<file path="config.mk">
export PLATFORM = sky130hd
export DESIGN_NAME = chov_mod_unit
export DESIGN_NICKNAME = d
export VERILOG_FILES = /design/src/sv/chov_pkg.sv /design/src/sv/chov_mod_unit.sv
export SDC_FILE = /design/constraint.sdc
export NUM_CORES = 1
export LEC_CHECK = 0
export ABC_AREA = 0
export BUFFER_PORTS_ARGS = -buffer_cell sky130_fd_sc_hd__buf_2
export CAP_MARGIN = 40
export CORE_MARGIN = 2
export CORE_UTILIZATION = 57
export DETAILED_ROUTE_END_ITERATION = 12
export HOLD_SLACK_MARGIN = 0.1
export PLACE_DENSITY = 0.8
export SYNTH_ARGS = -nofsm -noshare
export SYNTH_HDL_FRONTEND = slang
export SYNTH_SLANG_ARGS = --single-unit
</file>
<file path="constraint.sdc">
create_clock -name clk -period 2.45 [get_ports clk]
set_input_delay 0.1225 -clock clk [delete_from_list [all_inputs] [get_ports clk]]
set_output_delay 0.1225 -clock clk [all_outputs]
set_load 0.02 [all_outputs]
</file>
<file path="src/sv/chov_pkg.sv">
// ----------------------------------------------------------------------------
// chov_pkg
// Shared types and constants of the chunk hash overlap counter.
// ----------------------------------------------------------------------------
package chov_pkg;

  localparam int SIZE_W     = 13;
  localparam int VAL_W      = 17;
  localparam int MOD_CNT_W  = 5;
  localparam int OVERLAP_W  = 28;
  localparam int BUCKET_W   = 12;
  localparam int DOC_W_IN   = 3;

  localparam logic [SIZE_W-1:0]    TABLE_SIZE_RST = 13'd4096;
  localparam logic [OVERLAP_W-1:0] OVERLAP_MAX    = 28'hFFF_FFFF;

  typedef enum logic [1:0] {
    MODE_CHAR  = 2'd0,
    MODE_WORD  = 2'd1,
    MODE_CHUNK = 2'd2,
    MODE_QUERY = 2'd3
  } mode_t;

  typedef enum logic {
    KIND_INSERT = 1'b0,
    KIND_QUERY  = 1'b1
  } kind_t;

  typedef struct packed {
    mode_t                mode;
    logic [7:0]           char_byte;
    logic [DOC_W_IN-1:0]  doc_id;
    logic [DOC_W_IN-1:0]  other_doc;
  } in_word_t;

  typedef struct packed {
    kind_t                kind;
    logic [BUCKET_W-1:0]  bucket;
    logic [OVERLAP_W-1:0] overlap;
  } out_word_t;

  typedef logic [SIZE_W-1:0] cfg_word_t;

endpackage

</file>
<file path="src/sv/chov_mod_unit.sv">
// ----------------------------------------------------------------------------
// chov_mod_unit
// Restoring remainder unit: one dividend bit per cycle.
// ----------------------------------------------------------------------------
module chov_mod_unit
  import chov_pkg::*;
(
  input  logic              clk,
  input  logic              rst_n,
  input  logic              start,
  input  logic [VAL_W-1:0]  dividend,
  input  logic [SIZE_W-1:0] divisor,
  output logic              done,
  output logic [SIZE_W-1:0] result
);

  logic [VAL_W-1:0]     dvd_r;
  logic [SIZE_W-1:0]    dvs_r;
  logic [SIZE_W-1:0]    rem_r;
  logic [MOD_CNT_W-1:0] cnt_r;
  logic                 run_r;
  logic                 done_r;
  logic [SIZE_W:0]      trial;
  logic [SIZE_W:0]      diff;
  logic [SIZE_W-1:0]    rem_nxt;

  always_comb begin
    trial = {rem_r, dvd_r[VAL_W-1]};
    diff  = trial - {1'b0, dvs_r};
    if (trial >= {1'b0, dvs_r}) begin
      rem_nxt = diff[SIZE_W-1:0];
    end else begin
      rem_nxt = trial[SIZE_W-1:0];
    end
  end

  always_ff @(posedge clk) begin
    if (!rst_n) begin
      run_r  <= 1'b0;
      done_r <= 1'b0;
      cnt_r  <= '0;
    end else begin
      done_r <= 1'b0;
      if (start) begin
        run_r <= 1'b1;
        cnt_r <= MOD_CNT_W'(VAL_W);
      end else if (run_r) begin
        cnt_r <= cnt_r - 1'b1;
        if (cnt_r == MOD_CNT_W'(1)) begin
          run_r  <= 1'b0;
          done_r <= 1'b1;
        end
      end
    end
  end

  always_ff @(posedge clk) begin
    if (start) begin
      dvd_r <= dividend;
      dvs_r <= divisor;
      rem_r <= '0;
    end else if (run_r) begin
      dvd_r <= {dvd_r[VAL_W-2:0], 1'b0};
      rem_r <= rem_nxt;
    end
  end

  assign done   = done_r;
  assign result = rem_r;

endmodule

</file>
==> out/summary.json <==
{
  "ctsRootBufferMaster": {"value": "clkbuf_8"},
  "postSynthRegisterBits": {"value": 50},
  "p_per_area": {"value": 596, "unit": "nW/um2"},
  "cp_data_arrival_time": {"value": 2.47, "unit": "ns"},
  "chip_height": {"value": 76.5, "unit": "um"},
  "synth_enable_flop_cells": {"value": 30},
  "average_via_count_per_standard_cell": {"value": 5.78},
  "fraction_of_the_mapped_netlist_area_in_adder_cells": {"value": 6.93, "unit": "%"},
  "power.ir.vdd_worst": {"value": 0.363, "unit": "mV"},
  "drt-pass1-iter-count": {"value": 4},
  "detail_route.iter0.violations": {"value": 212},
  "crit_path_max_incr_delay": {"value": 0.45, "unit": "ns"},
  "unique_cell_type_count_in_the_yosys_netlist": {"value": 65},
  "areaGrowthSynthToFinish": {"value": 16.7, "unit": "%"},
  "synthSimpleGateAreaFrac": {"value": 14.9, "unit": "%"},
  "global_route.usage.total": {"value": 21.9, "unit": "%"},
  "worst_hold_slack": {"value": 0.0993, "unit": "ns"},
  "yosys_warnings": {"value": 0},
  "timing.final.max_slew_violations": {"value": 0},
  "preCtsSetupSlack": {"value": 0.142, "unit": "ns"},
  "max-cap-violations": {"value": 0},
  "synth_compound_area_share": {"value": 20.8, "unit": "%"},
  "fin_nets": {"value": 387},
  "dominant_combinational_cell_family_by_area_after_synthesis": {"value": "compound AO/OA/AOI/OAI gates"},
  "post_synth_inst_count": {"value": 284},
  "p_int": {"value": 1.49, "unit": "mW"},
  "place.detailed.instances": {"value": 387},
  "largest_net_degree_at_the_start_of_global_routing": {"value": 32},
  "grt.overflow.total": {"value": 0},
  "num_antenna_cells": {"value": 0},
  "power_leakage": {"value": 1.48, "unit": "nW"},
  "start_kind": {"value": "register"},
  "wire_per_inst": {"value": 15.2, "unit": "um"},
  "final_hold_viols": {"value": 0},
  "ant_nets": {"value": 0},
  "bufs_and_invs_on_worst_path": {"value": 1},
  "worst-endpoint-required": {"value": 2.64, "unit": "ns"},
  "gpl.final_weighted_congestion": {"value": 0.845},
  "cts.reportedPaths.clkPinSlew": {"value": 0.10, "unit": "ns"},
  "num_cts_buffers": {"value": 5},
  "worst_slew_pin_slew": {"value": 0.668, "unit": "ns"},
  "cts.sink_count": {"value": 50},
  "final_min_period_over_clock_period": {"value": 93.2, "unit": "%"},
  "route.vias.total": {"value": 2366},
  "detailed_place.area": {"value": 3240, "unit": "um2"},
  "rsz0062_at_grt": {"value": "no"},
  "synth_top_area_share": {"value": 30.1, "unit": "%"},
  "synth_mux_area_share": {"value": 6.34, "unit": "%"},
  "initial_utilization": {"value": 58.7, "unit": "%"},
  "grt_first_pass_wirelength": {"value": 10500, "unit": "um"},
  "cts_max_path_buffers": {"value": 2},
  "setup-violations-final": {"value": 0},
  "detail_route.drc_violations": {"value": 0},
  "synth_largest_area_cell": {"value": "edfxtp_1"},
  "yosysSeqAreaShare": {"value": 43.4, "unit": "%"},
  "worstSetupPathType": {"value": "reg -> reg"},
  "first_global_vias": {"value": 2273},
  "post-route-min-period": {"value": 2.28, "unit": "ns"},
  "critical-path-top-delay-family": {"value": "compound AO/OA/AOI/OAI gates"},
  "cell_area_after_technology_mapping": {"value": 3000, "unit": "um2"},
  "setup_tns": {"value": 0, "unit": "ns"},
  "cell_row_count": {"value": 26},
  "dp.final_hpwl": {"value": 4280, "unit": "um"},
  "post_synth_xor_area_fraction": {"value": 1.17, "unit": "%"},
  "setup_slack": {"value": 0.166, "unit": "ns"},
  "fin_util": {"value": 68.5, "unit": "%"},
  "end_kind": {"value": "register"},
  "number_of_antenna_violations_at_the_first_check_in_global_routing": {"value": 0},
  "asr_flop_ratio_synth": {"value": 0, "unit": "%"},
  "worst_path_max_delay_cell": {"value": "a2111oi_1"},
  "final_area": {"value": 3500, "unit": "um2"},
  "timing.slew.headroom": {"value": 55.5, "unit": "%"},
  "mappedNetlistNets": {"value": 333},
  "sequentialPowerShare": {"value": 48.1, "unit": "%"},
  "h-tree-depth": {"value": 2},
  "top_level_ports": {"value": 47},
  "power_frac_comb": {"value": 23.5, "unit": "%"},
  "netSwitchingPower": {"value": 593, "unit": "uW"},
  "synth_top_cells_by_area": {"value": "edfxtp_1 30%, dfxtp_1 13%, ha_1 6.3%"},
  "hold_class": {"value": "in -> reg"},
  "timing.fmax": {"value": 438, "unit": "MHz"},
  "ys.flop_type": {"value": "edfxtp_1"},
  "chain_of_cells_forming_the_critical_path": {"value": "inv_1, ha_1, fa_1, nor2b_2, o31ai_1, a21o_4, a2111oi_1, a311oi_1"},
  "drive_above_1_share": {"value": 26.8, "unit": "%"},
  "power.share.clock": {"value": 28.4, "unit": "%"},
  "power.total": {"value": 2.09, "unit": "mW"},
  "stdcell_count": {"value": 409},
  "placeableCoreArea": {"value": 5110, "unit": "um2"},
  "worstSkewPairLatency": {"value": 0.30, "unit": "ns"},
  "port_buffers": {"value": 46},
  "critical_path.max_fanout": {"value": 18},
  "routed_wirelength": {"value": 6230, "unit": "um"},
  "tritoncts_clock_tree": {"value": "yes"},
  "sw_frac_of_total": {"value": 28.4, "unit": "%"},
  "finalClockSkew": {"value": 0.0157, "unit": "ns"},
  "cts_post_setup_buffers_inserted": {"value": 0},
  "run_status": {"value": "complete, no violations"},
  "die_x": {"value": 76.5, "unit": "um"},
  "dieArea": {"value": 5860, "unit": "um2"},
  "post_synthesis_mean_instance_area": {"value": 10.6, "unit": "um2"}
}
-- cell usage in the layout, fill, tap and decap left out, types with 7 or more instances in the layout --
cell           instances
ha_1                  15
nand2_1               14
edfxtp_1              30
nor3_1                 7
mux2_2                16
dfxtp_1               20
buf_2                 46
a21oi_1                8
dlygate4sd3_1         14
nor2_1                14
inv_1                 20
-- sequential cells by signal, summed over array words and instances (netlist names) --
register	count
cnt_r	5
done	1
dvd_r	17
dvs_r	13
result	13
run_r	1
-- worst paths after layout --
path | to | cells past startpoint | slack, ns | startpoint
max | result[6]$_SDFFE_PP0P_ | 8 | 0.17 | dvd_r[16]$_DFFE_PP_
min | dvd_r[0]$_SDFFCE_PN0P_ | 2 | 0.1 | dividend[0]
max reg2reg | result[6]$_SDFFE_PP0P_ | 8 | 0.17 | dvd_r[16]$_DFFE_PP_
min reg2reg | cnt_r[1]$_SDFFE_PP0P_ | 2 | 0.52 | cnt_r[1]$_SDFFE_PP0P_
-- kinds of logic (layout without fill, tap and decap cells) --
group                      after synthesis  after routing
and+or+nand+nor                         80             80
AOI/OAI and AO/OA                       78             78
DFF                                     50             50
buffers and inverters                   39             94
muxes                                   17             17
adders and majority gates               16             16
xor gates and xnor gates                 4              4
-- what timing repair did --
action | 4_1_cts | 5_1_grt
gates resized for setup | 0 | 3
hold endpoints to repair | 16 | 0
hold buffers | 14 | 0
setup endpoints to repair | 0 | 1
-- cell usage after synthesis (3+ instances only) --
library cell  instances
a211oi_1              6
a21o_1                5
a21oi_1               8
a311oi_1              3
a31oi_1               6
and2_1                3
and3_1                3
buf_2                 4
buf_4                 3
buf_6                 4
clkbuf_1              7
dfxtp_1              20
edfxtp_1             30
ha_1                 15
inv_1                20
mux2_2               16
nand2_1              14
nand2b_1              4
nand3_1               5
nor2_1               14
nor2b_1               4
nor3_1                7
nor3b_1               5
nor4_1                4
o211ai_1              4
o21a_1                4
o21ai_0               7
o311ai_0              4
o31ai_1               5
or3_1                 4
xor2_1                3
-- area by class of cell --
class / count / area (um2)
inverters: 20 / 75.1
clock inverters: 3 / 42.5
flip-flops and latches: 50 / 1300
repair buffers: 66 / 415
multi-input cells: 195 / 1510
fillers: 405 / 1610
well taps: 70 / 87.6
clock buffers: 5 / 68.8
-- worst reg2reg max path: cells and delay by family, from the launching register on --
family / cells / cell delay (ns)
flip-flops: 1 / 0.34
adder cells (fa/ha/maj): 2 / 0.64
buffers and inverters: 1 / 0.05
AND/OR/NAND/NOR: 1 / 0.18
AO/OA/AOI/OAI: 4 / 0.96
-- power by group through the flow --
| stage | clock network [mW] | registers [mW] | logic (mW) |
|---|---|---|---|
| 2_1_floorplan | 0 | 1.03 | 0.341 |
| 5_1_grt | 0.638 | 1.01 | 0.537 |
| 4_1_cts | 0.601 | 1.00 | 0.484 |
| 3_3_place_gp | 0 | 1.02 | 0.452 |
| 3_5_place_dp | 0 | 1.02 | 0.464 |
| 6_report | 0.593 | 1.00 | 0.489 |
-- routing by layer --
metal | track usage, % | up-vias | share of wire [%]
met2 | 36.3 | 61 | 48
li1 | - | 1182 | -
met5 | 0 | - | 0
met4 | 6.91 | 0 | 1.2
met3 | 2.61 | 7 | 4.2
met1 | 30.2 | 1116 | 46
Note: power is estimated with default switching activity, not from simulation.
