File: src/sv/chov_pkg.sv
// ----------------------------------------------------------------------------
// chov_pkg
// Shared types and constants of the chunk hash overlap counter.
// ----------------------------------------------------------------------------
package chov_pkg;

  localparam int SIZE_W     = 13;
  localparam int VAL_W      = 17;
  localparam int MOD_CNT_W  = 5;
  localparam int OVERLAP_W  = 28;
  localparam int BUCKET_W   = 12;
  localparam int DOC_W_IN   = 3;

  localparam logic [SIZE_W-1:0]    TABLE_SIZE_RST = 13'd4096;
  localparam logic [OVERLAP_W-1:0] OVERLAP_MAX    = 28'hFFF_FFFF;

  typedef enum logic [1:0] {
    MODE_CHAR  = 2'd0,
    MODE_WORD  = 2'd1,
    MODE_CHUNK = 2'd2,
    MODE_QUERY = 2'd3
  } mode_t;

  typedef enum logic {
    KIND_INSERT = 1'b0,
    KIND_QUERY  = 1'b1
  } kind_t;

  typedef struct packed {
    mode_t                mode;
    logic [7:0]           char_byte;
    logic [DOC_W_IN-1:0]  doc_id;
    logic [DOC_W_IN-1:0]  other_doc;
  } in_word_t;

  typedef struct packed {
    kind_t                kind;
    logic [BUCKET_W-1:0]  bucket;
    logic [OVERLAP_W-1:0] overlap;
  } out_word_t;

  typedef logic [SIZE_W-1:0] cfg_word_t;

endpackage

File: src/sv/chov_ovl_acc.sv
// ----------------------------------------------------------------------------
// chov_ovl_acc
// Takes the smaller of two counts and adds it to a saturating sum.
// ----------------------------------------------------------------------------
module chov_ovl_acc
  import chov_pkg::*;
#(
  parameter int COUNT_BITS = 16
) (
  input  logic                  clk,
  input  logic                  clear,
  input  logic                  add_en,
  input  logic [COUNT_BITS-1:0] cnt_a,
  input  logic [COUNT_BITS-1:0] cnt_b,
  output logic [OVERLAP_W-1:0]  sum
);

  logic [OVERLAP_W-1:0]  sum_r;
  logic [OVERLAP_W-1:0]  sum_nxt;
  logic [COUNT_BITS-1:0] smaller;
  logic [32:0]           total;

  always_comb begin
    smaller = (cnt_a < cnt_b) ? cnt_a : cnt_b;
    total   = 33'(sum_r) + 33'(smaller);
    if (total > 33'(OVERLAP_MAX)) begin
      sum_nxt = OVERLAP_MAX;
    end else begin
      sum_nxt = total[OVERLAP_W-1:0];
    end
  end

  always_ff @(posedge clk) begin
    if (clear) begin
      sum_r <= '0;
    end else if (add_en) begin
      sum_r <= sum_nxt;
    end
  end

  assign sum = sum_r;

endmodule

File: config.mk
export PLATFORM = sky130hd
export DESIGN_NAME = chov_ovl_acc
export DESIGN_NICKNAME = d
export VERILOG_FILES = /design/src/sv/chov_pkg.sv /design/src/sv/chov_ovl_acc.sv
export SDC_FILE = /design/constraint.sdc
export NUM_CORES = 1
export LEC_CHECK = 0
export BUFFER_PORTS_ARGS = -buffer_cell sky130_fd_sc_hd__buf_2
export CORE_MARGIN = 1
export CORE_UTILIZATION = 54
export DETAILED_ROUTE_END_ITERATION = 10
export PLACE_DENSITY = 0.92
export SYNTH_ARGS = -nofsm -noshare
export SYNTH_HDL_FRONTEND = slang
export SYNTH_SLANG_ARGS = --single-unit
File: constraint.sdc
create_clock -name clk -period 4.3 [get_ports clk]
set_input_delay 0.215 -clock clk [delete_from_list [all_inputs] [get_ports clk]]
set_output_delay 0.215 -clock clk [all_outputs]
set_load 0.01 [all_outputs]
==> results of run 1 <==
[worst register-to-register path: cells and delay by family, from the launching register on]
family / cells / cell delay [ps]
adder cells (fa/ha/maj): 2 / 660
buffers and inverters: 1 / 240
flip-flops: 1 / 350
AO/OA/AOI/OAI: 4 / 850
AND/OR/NAND/NOR: 2 / 450
[power by group through the flow]
stage	sequential [µW]	combinational (µW)	clock (µW)
5_1_grt	308	530	229
6_report	304	482	219
4_1_cts	304	477	220
3_3_place_gp	309	451	0
2_1_floorplan	318	344	0
3_5_place_dp	310	473	0
[cell usage in the layout, fill, tap and decap left out, drive strengths merged, types with 2 or more instances in the layout]
master | Yosys | final
buf | 6 | 68
ha | 32 | 32
nor2 | 31 | 31
dfxtp | 28 | 28
a21oi | 25 | 25
inv | 17 | 17
mux2 | 16 | 16
a311oi | 16 | 16
nand2 | 14 | 14
a21o | 14 | 14
o21ai | 9 | 9
a211oi | 8 | 8
nand3 | 7 | 7
xnor2 | 7 | 7
a31oi | 7 | 7
nand4 | 6 | 6
xor2 | 6 | 6
and4 | 5 | 5
and2 | 5 | 5
and3 | 4 | 4
nor3 | 3 | 3
clkbuf | 9 | 3
nor2b | 2 | 2
o22ai | 2 | 2
a211o | 2 | 2
o21bai | 2 | 2
a31o | 2 | 2
o211ai | 2 | 2
[path summary, 6_finish.rpt]
kind	cells past startpoint	slack (ps)	from	endpoint
hold reg to reg	2	510	sum[9]	sum[9]
setup / recovery	18	380	cnt_b[1]	sum[5]
hold / removal	2	390	clear	sum[19]
setup reg to reg	9	1580	sum[0]	sum[5]
[metal layers]
layer | GRT usage, % | part of all wire [%] | vias up
met4 | 7.778 | 1.9 | 0
li1 | - | - | 1247
met3 | 2.886 | 5.8 | 11
met5 | 0 | 0 | -
met2 | 46.98 | 47 | 82
met1 | 32.04 | 45 | 1177
[through the flow]
step | worst slack (ps) | power, µW | std cells | instance area (µm²)
2_1_floorplan | 408.3 | 661.9 | 301 | 2522
5_1_grt | 182.8 | 1067 | 410 | 2943
3_3_place_gp | 250.1 | 760.4 | 406 | 2872
4_1_cts | 451.0 | 1000 | 410 | 2943
3_5_place_dp | 145.6 | 783.1 | 406 | 2872
6_report | 380.5 | 1006 | 410 | 2943
[final cells by class]
cell class                      instances  area (µm²)  share of cell area, %
Clock inverter                          1       30.03                  1.020
Inverter                               17       63.81                  2.168
Timing Repair Buffer                   68       355.3                  12.07
Tap cell                               52       65.06                  2.211
Multi-Input combinational cell        241        1827                  62.07
Sequential cell                        28       560.5                  19.05
Clock buffer                            3       41.29                  1.403
[cell families after synthesis]
family,count (synthesis),share of synthesized area [%]
compound gates,98,28.17
simple gates,81,15.92
fa+ha+maj,33,16.67
buf+inv,32,5.357
flops,28,22.22
mux,16,7.143
xor+xnor,13,4.514
==> metrics.md, run 1 <==
| Metric | Value |
|---|---|
| Status | complete, no violations |
| Antenna violations before repair | 0 |
| Yosys warnings | 0 |
| Tightest Pin Transition | approximately 650 ps |
| Synth unique cells | between 50 and 60 |
| Share of layout cells above drive strength 1 | ~28% |
| Fraction of registers with async set or reset after synthesis | 0% |
| Setup Viol. Count Final | 0 |
| Synth Instances | 301 |
| Achievable frequency | 255.1 MHz |
| Total net switching power | 379.6 µW |
| Die width | 70.35 µm |
| Clock buffer depth | 2 |
| Mean post-synth cell area | approximately 8.4 µm² |
| Starting density of the core | 57.14% |
| Clock share of power | 21.8% |
| Via count | 2517 |
| Crit path time final | 3920 ps |
| Gr usage total | 26.03% |
| Number of flip-flops in the largest register | 28 |
| Post_cts resized | 0 |
| Sequential fraction of the synthesis area | between 20 and 25% |
| CTS tree | done |
| CORE AREA | ~4400 µm² |
| DR DRC count | 0 |
| Final wirelength | 6308 µm |
| Slowest stage delay, CP | 410 ps |
| Ys flop type | dfxtp_1 |
| Power per cell area | 341.7 nW/µm² |
| Crit-path most repeated cell | a21o_1 |
| Leakage | 0.001441 µW |
| FILL cells | between 300 and 400 |
| Clock latency at the later pin of the worst-skew pair | a little under 300 ps |
| Worst ir drop on vdd | between 150 and 200 µV |
| Max cap viols | 0 |
| Synth area leader | dfxtp_1 |
| Clk_skew | 5.721 ps |
| CTS Root Cell | clkbuf_8 |
| Crit path cell chain | buf_2 -> inv_1 -> ha_1 -> a21o_1 -> a21o_1 -> a21oi_1 -> o21ai_0 -> a21o_1 -> buf_4 -> mux2_2 -> ha_1 -> and3_1 -> and2_0 -> a31oi_1 -> a31oi_2 -> nand3_1 -> buf_4 -> a311oi_1 |
| Synth top area share | between 20% and 30% |
| Setup bufs post-CTS | 0 |
| Hold WS | slightly below 400 ps |
| Crit Path Category | primary input to register |
| Synth top area cells | dfxtp_1, ha_1, mux2_2 |
| Final Util | between 60% and 70% |
| HPWL Detailed | 4938 µm |
| Detailed-route wire length per cell | 15.39 µm |
| Max-slew violations | 0 |
| Internal Pwr Total | 626.0 µW |
| RSZ-0062 raised after global routing | no |
| Post-synth EDFFs | 0 |
| Die ar. | 4948 µm² |
| Post-synth top cells | ha_1, nor2_1, dfxtp_1, a21oi_1, inv_1 |
| IO buf count | just over 60 |
| Fin. Hold Viols | 0 |
| Synthesized net count | 369 |
| WP buf/inv | 4 |
| GPL Wtd Cong | 0.8901 |
| Largest net degree at the start of global routing | 38 |
| Critical Path RT | 4480 ps |
| Switching part of the total | 37.75% |
| Yosys reg bits | 28 |
| Congestion Overflow GR | 0 |
| Final net count | 427 |
| CP max-delay cell | ha_1 |
| Hold_buf cts | 0 |
| Most numerous cell in the Yosys netlist | ha_1 |
| # rows | 24 |
| Detail Route Antenna Nets | 0 |
| Area growth from synthesis to layout | 16.67% |
| Post-Syn Area | 2522 µm² |
| Total negative slack | 0 ps |
| Seq pwr share | between 30% and 40% |
| Worst Path Max Fanout | 10 |
| Comb power frac | 47.9% |
| DR iter-0 viols | approximately 150 |
| Cell family with most CP delay | compound AO/OA/AOI/OAI gates |
| Critical Path Sink Type | register |
| Pre-antenna DRT Iters | 4 |
| Slew margin rel. | 56.94% |
| Worst min path class | primary input to register |
| N_diodes | 0 |
| Vias per Instance | 6.139 |
| I/O pin cnt | between 60 and 70 |
| Startpoint Class | primary input |
| Total CTS buffers | 3 |
| CTS clk-pin slew, worst paths | 110 ps |
| First-pass GRT wire length | between 10000 and 15000 µm |
| Tcrit/Tclk final | 91.15% |
| CTS sink count | 28 |
| Worst EP arrival | 4100 ps |
| # H-tree levels | 1 |
| Vias in the first global route | about 2.4k |
| Die Ht | 70.35 µm |
No activity file was read; power rests on OpenSTA's default activity.
==> run 2, diff against run 1 <==
clock period = 3.78 ns   (was 4.3 ns; I/O delays follow)
==> metrics.md, run 2 (same netlist as run 1, synthesis figures left out) <==
| Metric | Value |
|---|---|
| Worst ir drop on vdd | approximately 210 µV |
| Hold Path Depth | 2 |
| Layout Cells excl Fill | 422 |
| Tcrit/Tclk final | between 90% and 100% |
| DR DRC count | 0 |
| Multi-input logic area | approximately 1900 µm² |
| First-pass GRT wire length | 10920 µm |
| Clock latency at the later pin of the worst-skew pair | 280 ps |
| Number of flip-flops in the largest register | 28 |
| Congestion Overflow GR | 0 |
| Achievable frequency | 272.6 MHz |
| Setup Viol. Count Final | 0 |
| Placed Cells incl. Taps | 418 |
| Die width | 70.35 µm |
| CTS clk-pin slew, worst paths | approximately 110 ps |
| Worst min path class | primary input to register |
| Tightest Pin Transition | 629.3 ps |
| Die Ht | 70.35 µm |
| Antenna violations before repair | 0 |
| Starting density of the core | 57.14% |
| Final Power | 1194 µW |
| Worst EP arrival | just under 4000 ps |
| IO buf count | 62 |
| Max cap viols | 0 |
| Area growth from synthesis to layout | 21.92% |
| Crit Path Category | primary input to register |
| Most frequent cells in the layout | buf_2, ha_1, nor2_1 |
| Placed inst area | 2974 µm² |
| Critical Path Sink Type | register |
| CORE AREA | 4414 µm² |
| Detailed-route wire length per cell | around 16 µm |
| Share of layout cells above drive strength 1 | 32.16% |
| I/O pin cnt | 63 |
| Leakage | 0.001507 µW |
| HPWL Detailed | ~5000 µm |
| FILL cells | 347 |
| Largest net degree at the start of global routing | 38 |
| R2r worst-path depth | 10 |
| DR iter-0 viols | 107 |
| Reg-to-Reg Start | sum[0] |
| Crit path launch | cnt_a[5] |
| Vias in the first global route | approximately 2.5k |
| Detail Route Antenna Nets | 0 |
| Via count | 2596 |
| Total CTS buffers | 3 |
| N_diodes | 0 |
| Most common cell after layout, fill and taps aside | buf_2 |
| CTS sink count | 28 |
| Final wirelength | about 6600 µm |
| Clk_skew | ~7.5 ps |
| Clock buffer depth | 2 |
| Register area | 560.5 µm² |
| Worst Path Max Fanout | 15 |
| Startpoint Class | primary input |
| Final Util | 69.67% |
| Fin. Hold Viols | 0 |
| GPL Wtd Cong | 0.8902 |
| Pre-antenna DRT Iters | 4 |
| # H-tree levels | 1 |
| Status | complete, no violations |
| Hold WS | 392.9 ps |
| Fin area | 3075 µm² |
| CTS tree | done |
| Slew margin rel. | 58.05% |
| # rows | 24 |
| Min-delay src | clear |
| Power per cell area | 388.4 nW/µm² |
| Die ar. | 4948 µm² |
| Critical Path RT | about 4000 ps |
| Gr usage total | around a quarter |
| Vias per Instance | 6.152 |
| CTS Root Cell | clkbuf_8 |
| Crit path time final | 3669 ps |
| Final net count | 439 |
| Max-slew violations | 0 |
[run 2: critical path, stage by stage]
cell       delay (ps)
buf_2             110
ha_1              310
a2111oi_1         510
o21ai_0           170
a21o_1            230
buf_12            160
mux2_2            280
ha_2              380
o211ai_1          140
o211ai_2          230
nand3_1           160
a31oi_2           250
buf_4             170
nand3_1            80
buf_4             200
a311oi_1          290
[run 2: worst paths after layout]
path / end / slack, ps
min: sum[19] / 390
max reg2reg: sum[9] / 1320
max: sum[9] / 110
min reg2reg: sum[27] / 510
[run 2: report_power, final]
part / leakage [µW] / switching [µW] / internal, µW
registers: 0.000230 / 24.8 / 322
logic: 0.00124 / 315 / 287
clock network: 0.0000357 / 103 / 142
total: 0.00151 / 443 / 751
[run 2: through the flow]
step | TNS, ps | setup WS, ps
detailed placement | -1413 | -124.8
floorplan | 0 | 8.658
finish | 0 | 111.5
CTS | 0 | 158.5
global placement | -283.4 | -74.45
global route | -2410 | -157.4
[run 2: per-layer routing]
layer	track usage [%]	routed length, µm	vias up
met3	3.896	390	14
met5	0	0	-
li1	-	-	1274
met1	31.33	2857	1212
met2	48.68	3263	96
met4	6.222	132	0
[run 2: final cells by class]
cell class	instances	share of cell area (%)
Clock inverter	1	0.9764
Timing Repair Buffer	80	14.89
Tap cell	52	2.116
Multi-Input combinational cell	241	60.37
Clock buffer	3	1.343
Inverter	17	2.075
Sequential cell	28	18.23
[run 2: repair_timing]
item                                    in CTS  in global routing
resized for setup                            0                 10
hold buffers                                 0                  0
endpoints found under the hold margin        0                  0
endpoints found under the setup margin       0                 15
setup buffers                                0                  0
==> run 3, diff against run 2 <==
BUFFER_PORTS_ARGS = unset   (was -buffer_cell sky130_fd_sc_hd__buf_2)
CORE_MARGIN = 4   (was 1)
CORE_UTILIZATION = 64   (was 54)
DONT_BUFFER_PORTS = 1   (was unset)
PLACE_DENSITY = 0.8   (was 0.92)
==> metrics.md, run 3 (same netlist as run 1, synthesis figures left out) <==
| Metric | Value |
|---|---|
| Critical Path RT | between 3000 and 4000 ps |
| Gr usage total | a little under a quarter |
| Die Ht | 70.78 µm |
| # H-tree levels | 1 |
| RSZ-0062 raised after global routing | no |
| Hold WS | between 10 and 15 ps |
| Crit Path Category | primary input to register |
| Clock buffer depth | 2 |
| DR iter-0 viols | 130 |
| GPL Wtd Cong | 0.8863 |
| Antenna violations before repair | 0 |
| DR DRC count | 0 |
| Slew margin rel. | 30.78% |
| CTS sink count | 28 |
| Via count | 2327 |
| Final Power | 1123 µW |
| Worst Path Max Fanout | 12 |
| Setup Viol. Count Final | 0 |
| Leakage | 0.001232 µW |
| Fin. Hold Viols | 0 |
| Placed Cells incl. Taps | around 350 |
| CTS Root Cell | clkbuf_8 |
| Power per cell area | 407.4 nW/µm² |
| Crit path time final | between 3000 and 4000 ps |
| Seq pwr share | 32.5% |
| Achievable frequency | 284.5 MHz |
| Largest net degree at the start of global routing | 36 |
| Area growth from synthesis to layout | 9.276% |
| Pre-antenna DRT Iters | 5 |
| Detailed-route wire length per cell | roughly 17 µm |
| CORE AREA | ~3700 µm² |
| Max-slew violations | 0 |
| Detail Route Antenna Nets | 0 |
| # rows | 22 |
| Total net switching power | 408.9 µW |
| Die ar. | ~5000 µm² |
| Reg2Reg Setup Slack | 1220 ps |
| Critical Path Sink Type | register |
| N_diodes | 0 |
| Most frequent cells in the layout | ha_1, nor2_1, dfxtp_1 |
| Worst ir drop on vdd | 225.2 µV |
| Clock share of power | 21.5% |
| Layout Cells excl Fill | approximately 360 |
| I/O pin cnt | 63 |
| Worst min path class | primary input to register |
| Startpoint Class | primary input |
| HPWL Detailed | 4430 µm |
| Total CTS buffers | 3 |
| Most common cell after layout, fill and taps aside | ha_1 |
| Comb power frac | 46.1% |
| Share of layout cells above drive strength 1 | 16.18% |
| Vias per Instance | 6.518 |
| First-pass GRT wire length | about 9900 µm |
| Clk_skew | 4.479 ps |
| Max cap viols | 0 |
| CTS clk-pin slew, worst paths | 100 ps |
| Final net count | 378 |
| Tightest Pin Transition | around 1000 ps |
| Status | complete, no violations |
| IO buf count | 0 |
| Tcrit/Tclk final | ~93% |
| Starting density of the core | 67.38% |
| Final wirelength | 6111 µm |
| Clock latency at the later pin of the worst-skew pair | 280 ps |
| CTS tree | done |
| Die width | 70.78 µm |
| Internal Pwr Total | 713.9 µW |
| Vias in the first global route | between 2k and 2.5k |
| Number of flip-flops in the largest register | 28 |
| Switching part of the total | 36.42% |
| Worst EP arrival | 3700 ps |
| Final Util | 73.63% |
| Congestion Overflow GR | 0 |
## run 3: cell count changes in the layout (fill, tap and decap cells not counted), sizes merged
cell / previous run / this run
dlygate4sd3: 0 / 3
buf: 80 / 16
## run 3: cell type report
| type | instances | area [µm²] |
|---|---|---|
| repair buffers | 19 | 162.7 |
| well taps | 48 | 60.06 |
| fillers | 289 | 987.2 |
| flip-flops and latches | 28 | 560.5 |
| clock buffers | 3 | 41.29 |
| clock inverters | 1 | 30.03 |
| multi-input cells | 241 | 1838 |
| inverters | 17 | 63.81 |
## run 3: path summary, 6_finish.rpt
kind              startpoint       to  depth (start not counted)
setup / recovery    cnt_b[1]  sum[22]                         17
hold / removal        add_en   sum[7]                          1
setup reg to reg      sum[0]  sum[10]                          9
hold reg to reg       sum[3]   sum[3]                          2
## run 3: worst max-delay path, cell delays in order
cell      delay [ps]
inv_1             20
ha_1             260
a21o_1           150
a21o_1           170
a21oi_1          140
o21ai_1          100
a21o_1           250
buf_12           170
mux2_2           270
ha_1             380
a21oi_1          170
a21oi_1          230
nand3_1          150
a31oi_2          290
and4_1           400
a31oi_1          120
a311oi_1         240
## run 3: metrics by stage
step                setup TNS, ps  area (µm²)  worst slack [ps]
floorplan                       0        2526             8.658
global placement           -24.94        2636            -14.68
detailed placement         -848.7        2636            -165.9
CTS                             0        2728             74.68
global route                    0        2756             18.72
finish                          0        2756             264.5
## run 3: timing repair
action,in CTS,in global routing
gates resized for setup,0,5
setup buffers,0,1
hold endpoints to repair,25,1
hold buffers,2,1
setup endpoints to repair,0,15
## run 3: power groups by stage
stage                     Clock [µW]  Sequential [µW]  Combinational [µW]
after floorplan                    0              362                 392
after global placement             0              371                 480
after detailed placement           0              371                 488
after CTS                        244              365                 498
after global routing             257              369                 571
final                            241              365                 517
## run 3: routing by layer
metal	vias to the layer above	part of all wire, %	GRT usage, %
li1	1150	-	-
met1	1044	42	31.04
met2	119	46	38.52
met3	14	10	5.682
met4	0	2.1	7.307
met5	-	0	0
